File: config.mk
export PLATFORM = sky130hd
export DESIGN_NAME = let_div
export DESIGN_NICKNAME = d
export VERILOG_FILES = /design/src/let_div.sv
export SDC_FILE = /design/constraint.sdc
export NUM_CORES = 2
export LEC_CHECK = 0
export BUFFER_PORTS_ARGS = -buffer_cell sky130_fd_sc_hd__buf_2
export CAP_MARGIN = 10
export CORE_AREA = 2 2 454 456
export DETAILED_ROUTE_END_ITERATION = 6
export DIE_AREA = 0 0 456 458
export REMOVE_ABC_BUFFERS = 1
export SYNTH_ARGS = -nofsm -noshare
export SYNTH_HDL_FRONTEND = slang
export SYNTH_SLANG_ARGS = --single-unit
File: constraint.sdc
create_clock -name clk -period 5.7 [get_ports clk]
set_input_delay 0.855 -clock clk [delete_from_list [all_inputs] [get_ports clk]]
set_output_delay 0.855 -clock clk [all_outputs]
set_load 0.01 [all_outputs]
File: src/let_div.sv
// ----------------------------------------------------------------------------
// let_div
// Pipelined restoring divider, one quotient bit per stage. Gives a Q_W-bit
// quotient when it fits and flags overflow when the quotient does not fit.
// ----------------------------------------------------------------------------
module let_div #(
    parameter int N_W   = 42,
    parameter int D_W   = 20,
    parameter int Q_W   = 32,
    parameter int TAG_W = 8
) (
    input  logic             clk,
    input  logic             rst_n,
    input  logic             in_valid,
    input  logic [N_W-1:0]   dividend,
    input  logic [D_W-1:0]   divisor,
    input  logic [TAG_W-1:0] in_tag,
    output logic             out_valid,
    output logic [Q_W-1:0]   quotient,
    output logic             overflow,
    output logic [TAG_W-1:0] out_tag
);

    localparam int HI_W = N_W - Q_W;
    localparam int CW   = (HI_W > D_W) ? HI_W : D_W;

    logic             valid_reg [0:Q_W];
    logic [D_W-1:0]   rem_reg   [0:Q_W];
    logic [Q_W-1:0]   low_reg   [0:Q_W];
    logic [Q_W-1:0]   quo_reg   [0:Q_W];
    logic [D_W-1:0]   dvs_reg   [0:Q_W];
    logic             ovf_reg   [0:Q_W];
    logic [TAG_W-1:0] tag_reg   [0:Q_W];

    logic [CW-1:0]  hi_ext;
    logic [CW-1:0]  dvs_ext;
    logic           ovf_next;
    logic [D_W-1:0] rem0_next;

    // entry: upper dividend bits must stay below the divisor
    assign hi_ext    = CW'(dividend[N_W-1:Q_W]);
    assign dvs_ext   = CW'(divisor);
    assign ovf_next  = (hi_ext >= dvs_ext);
    assign rem0_next = ovf_next ? '0 : D_W'(hi_ext);

    always_ff @(posedge clk or negedge rst_n)
    begin
        if (!rst_n)
        begin
            valid_reg[0] <= 1'b0;
        end
        else
        begin
            valid_reg[0] <= in_valid;
        end
    end

    always_ff @(posedge clk)
    begin
        rem_reg[0] <= rem0_next;
        low_reg[0] <= dividend[Q_W-1:0];
        quo_reg[0] <= '0;
        dvs_reg[0] <= divisor;
        ovf_reg[0] <= ovf_next;
        tag_reg[0] <= in_tag;
    end

    // one compare and subtract per stage
    for (genvar k = 1; k <= Q_W; k++)
    begin : g_step
        logic [D_W:0]   trial;
        logic [D_W:0]   diff;
        logic           ge;
        logic [D_W-1:0] rem_next;
        logic [Q_W-1:0] quo_next;

        assign trial    = {rem_reg[k-1], low_reg[k-1][Q_W-1]};
        assign ge       = (trial >= {1'b0, dvs_reg[k-1]});
        assign diff     = trial - {1'b0, dvs_reg[k-1]};
        assign rem_next = ge ? diff[D_W-1:0] : trial[D_W-1:0];
        assign quo_next = {quo_reg[k-1][Q_W-2:0], ge};

        always_ff @(posedge clk or negedge rst_n)
        begin
            if (!rst_n)
            begin
                valid_reg[k] <= 1'b0;
            end
            else
            begin
                valid_reg[k] <= valid_reg[k-1];
            end
        end

        always_ff @(posedge clk)
        begin
            rem_reg[k] <= rem_next;
            low_reg[k] <= low_reg[k-1] << 1;
            quo_reg[k] <= quo_next;
            dvs_reg[k] <= dvs_reg[k-1];
            ovf_reg[k] <= ovf_reg[k-1];
            tag_reg[k] <= tag_reg[k-1];
        end
    end

    assign out_valid = valid_reg[Q_W];
    assign quotient  = quo_reg[Q_W];
    assign overflow  = ovf_reg[Q_W];
    assign out_tag   = tag_reg[Q_W];

endmodule

== Word level (Yosys, flattened, before mapping) ==
Memory sizes are Yosys's and may differ from the RTL's.
Index checks and enable logic that the tools add are counted.

* Memories kept: 6
* Bits in registers: 33
* Bits in writable memories: 3729
* Word-level logic and storage cells: 137

* Add/sub/neg operators: 32
* Muxes and demuxes: 33
* $lt $le $gt $ge: 33

{| class="wikitable"
|+ Memories
! name !! words !! bits a word !! rd ports !! clocked after Yosys merged registers in !! wr ports !! line !! source
|-
| low_reg || 33 || 32 || 32 || 0 || 33 || 29 || <nowiki>logic [Q_W-1:0] low_reg [0:Q_W];</nowiki>
|-
| quo_reg || 33 || 32 || 33 || 0 || 33 || 30 || <nowiki>logic [Q_W-1:0] quo_reg [0:Q_W];</nowiki>
|-
| dvs_reg || 33 || 20 || 32 || 0 || 33 || 31 || <nowiki>logic [D_W-1:0] dvs_reg [0:Q_W];</nowiki>
|-
| rem_reg || 33 || 20 || 32 || 0 || 33 || 28 || <nowiki>logic [D_W-1:0] rem_reg [0:Q_W];</nowiki>
|-
| tag_reg || 33 || 8 || 33 || 0 || 33 || 33 || <nowiki>logic [TAG_W-1:0] tag_reg [0:Q_W];</nowiki>
|-
| ovf_reg || 33 || 1 || 33 || 0 || 33 || 32 || <nowiki>logic ovf_reg [0:Q_W];</nowiki>
|}

{| class="wikitable"
|+ Operators with widths
! kind !! count
|-
| greater-or-equal comparator 21 x 20 -> 1 bit || 32
|-
| two-way mux 20 bit || 32
|-
| subtractor 20 bit || 32
|-
| greater-or-equal comparator 10 x 20 -> 1 bit || 1
|-
| two-way mux 10 bit || 1
|}

== Longest topological paths before layout ==
An unclocked memory read counts as a cell.

* Depth after elaboration: 3
* Depth in mapped cells: 14

== Worst setup path after synthesis ==
OpenSTA, ideal clock, no wires.

* Kind: register to register
* Start point: memory dvs_reg[25][1] (netlist: dvs_reg[0][501])
* End point: memory rem_reg[26][2] (netlist: rem_reg[0][522])
* Buffers on the path: 1
* Data arrival time: 2.944 ns
* Path slack: 2.635 ns
* Stages on the path, launching flop included: 14
* Period minus slack after synthesis: 3.065 ns
* Data required time: 5.579 ns
* Cell sequence: dfxtp_1 > inv_1 > ha_1 > nor2b_1 > o21a_1 > o21ai_2 > a211oi_1 > nand4b_4 > a31o_4 > a221oi_4 > a21oi_2 > a2111oi_4 > buf_6 > mux2_4

{| class="wikitable"
|+ RTL lines
! element !! line
|-
| from (decl) || 31
|-
| to (decl) || 28
|}

==> results.md <==
- Sequential area share after synthesis: between 50% and 60%
- Final core utilization: approximately half
- CP max FO: 11
- P_sw: about 20 mW
- Nets: 9,368
- Max FFs per register: 640
- Sw frac: roughly a third
- Non-filler instance count after layout: between 10k and 15k
- EDFF count, synth: 0
- Synth Cell Area: roughly 0.091 sq mm
- Horiz. Die Dim: ~460 microns
- Dpl hpwl: approximately 120 mm
- Worst Path Arrival: around 4600 ps
- Setup TNS Final: 0 ps
- Hold buffers post-CTS: 62
- Final GP Congestion: around 0.85
- Worst Setup End Kind: flip-flop
- Gr usage total: 16.17%
- Via/cell ratio: 4.887
- # setup viols final: 0
- Mean Syn Cell Area: 11.04 sq um
- Max Slew Vio Count: 0
- Synth area leaders: dfxtp_1, ha_1, inv_1
- First-pass GRT wire length: about 280 mm
- Comb power frac: 32.6%
- Max_cap viols: 0
- Die Y: ~460 microns
- Hold Path Cell Cnt: 2
- # port buffers: 114
- Worst EP required: 6470 ps
- Worst hold path type: in -> reg
- Global route overflow: 0
- Relative max-transition margin: between 20% and 30%
- RSZ-0062 raised after global routing: no
- CTS tree: built
- Final WL: 169.7 mm
- Post-synthesis register bit count: around 2.7k
- Area leader, netlist: dfxtp_1
- Share of cells above drive strength 1: a little over a tenth
- Clk sinks: between 2k and 3k
- Die area: roughly 0.21 sq mm
- VDD IR max: around 0.37 mV
- H-tree lvl count: 5
- P_int: roughly 43 mW
- Core area: 0.2038 sq mm
- Reg2Reg Depth: 13
- Vias in the first global route: roughly 57k
- Status: completed
- Layout area overhead: 14.99%
- Largest net degree at the start of global routing: 40
- Clock transition at path regs: ~60 ps
- CP startpoint kind: flip-flop
- Final Cycle Share: between 60% and 70%
- Synth unique cells: 90
- Worst-Skew Late Latency: 900 ps
- Ys flop type: dfxtp_1
- Vias: roughly 56k
- Post-cts repair resize count: 0
- Synth Instances: 8,261
- Max Root-Sink Buffers: 4
- Top-Level Pins: roughly 120
- Setup bufs post-CTS: 0
- Starting Density: about 45%
- Initial DRT Pass Iterations: 5
- Hold Violations, Final: 0
- Synth warn: 0
- Final min period: approximately 3800 ps
- Pwr Total: 63.26 mW
- Initial antenna violation count: 3
- Drt wl/cell: around 15 microns
- Post-synth top area share: between 50% and 60%
- Clk_skew: between 30 and 40 ps
- Num CTS Buffers: about 290
- Sequential power share: slightly below 40%
- DR iter-0 viols: between 3k and 4k
- Critical path class: reg -> reg
- Rows: around 170
- Worst Max-Slew Pin Slew: about 1200 ps
- Cells after DPL: 10.95k
- Clock share of power: between 20% and 30%
- P_leak: about 48 nW
- Root Buffer: clkbuf_16
- Pwr dens: 603.3 mW/mm^2
- Drc violations: 0
- F_max: about 0.26 GHz
- Reg-to-reg slack, setup: 1870 ps
- Antenna-violating nets left: 0
- Post-synth ARST share: between 1 and 1.5%
## per-stage QoR
step	worst slack, ps	instance area (sq um)	hold WS, ps
5_1_grt	1605	104900	102.4
2_1_floorplan	1542	90620	309.6
6_report	1874	104900	169.2
3_5_place_dp	1863	94810	312.1
4_1_cts	1814	104800	79.50
3_3_place_gp	1745	94800	309.5
## layer usage
metal / track usage (%) / routed length [microns]
met5: 0 / 13
met4: 5.559 / 4770
met3: 3.289 / 7856
met2: 28.06 / 81370
met1: 19.89 / 75660
## cell families (layout without fill, tap and decap cells)
logic type                 count (synthesis)  in the layout  synth area share (%)
DFF                                     2656           2656                 58.48
AOI/OAI and AO/OA                       1767           1767                 12.18
and+or+nand+nor                         1431           1431                 7.447
buffers and inverters                    944           1509                 3.973
adders and majority gates                672            672                 9.475
xor gates and xnor gates                 495            495                 4.754
muxes                                    296            296                 3.685
other                                      0              1                     0
## synth_stat cells, types with 12 or more instances
cell / count
mux2i_1: 29
nor2b_1: 114
buf_2: 46
a21boi_0: 17
xor2_1: 170
or3_1: 30
mux2_4: 17
o21ai_1: 46
clkbuf_1: 76
a31oi_1: 74
fa_1: 31
o21a_1: 67
nor4_1: 23
o31ai_1: 32
and2_1: 21
nor2_1: 387
o21bai_1: 52
a211oi_1: 45
nand3_1: 119
mux2_2: 247
o22ai_1: 13
and3_1: 40
nand4_1: 75
dfrtp_1: 33
a21oi_1: 553
nand2b_1: 97
a41oi_1: 14
o211ai_1: 25
or2_2: 20
o21ai_0: 372
dfxtp_1: 2623
ha_1: 641
xnor2_1: 325
a21o_1: 279
a2111oi_0: 12
inv_1: 812
nand2_1: 426
a211o_1: 19
nor3_1: 49
## placed cells by master, fill, tap and decap left out, drive strengths merged, types with 47 or more instances in the layout
| master | synthesis | final |
|---|---|---|
| dfxtp | 2623 | 2623 |
| inv | 812 | 827 |
| ha | 641 | 641 |
| a21oi | 555 | 555 |
| nand2 | 426 | 426 |
| o21ai | 420 | 420 |
| clkbuf | 76 | 397 |
| nor2 | 387 | 387 |
| xnor2 | 325 | 325 |
| a21o | 279 | 279 |
| mux2 | 267 | 267 |
| xor2 | 170 | 170 |
| buf | 56 | 137 |
| nand3 | 119 | 119 |
| nor2b | 114 | 114 |
| nand2b | 97 | 97 |
| nand4 | 75 | 75 |
| a31oi | 75 | 75 |
| o21a | 67 | 67 |
| dlygate4sd3 | 0 | 62 |
| o21bai | 52 | 52 |
| nor3 | 49 | 49 |
| clkinv | 0 | 49 |
| a211oi | 47 | 47 |
## power by group through the flow
stage	Clock (mW)	Combinational [mW]	Sequential, mW
global route	19.6	23.2	24.9
detailed placement	0	20.4	25.0
finish	18.1	20.7	24.5
floorplan	0	16.4	24.0
CTS	18.8	20.6	24.6
global placement	0	20.0	25.0
## worst paths after layout
path / from / end
max reg2reg: dvs_reg[0][261] / rem_reg[0][294]
max: dvs_reg[0][261] / rem_reg[0][294]
min reg2reg: quo_reg[21][0] / quo_reg[22][1]
min: dividend[41] / rem_reg[0][9]
max in group asynchronous: rst_n / valid_reg[20]
min in group asynchronous: rst_n / valid_reg[24]
## critical path: stages, from the launching register on
cell      delay [ps]
dfxtp_1          370
inv_1             80
ha_1             290
nor2b_1          140
o21ai_1          170
a21boi_1         130
o31ai_1          370
a311oi_1         260
nor2b_1          210
nor2_1           220
o211ai_1         140
a41oi_2          750
buf_8            230
mux2_2           340
## final cells by class
class | instances | area [sq um]
Antenna cell | 1 | 2.502
Clock buffer | 397 | 8268
Clock inverter | 101 | 1109
Fill cell | 17980 | 98880
Inverter | 812 | 3048
Multi-Input combinational cell | 4661 | 34350
Sequential cell | 2656 | 53340
Tap cell | 2688 | 3363
Timing Repair Buffer | 199 | 1398
Power figures use the tool's default switching activity.
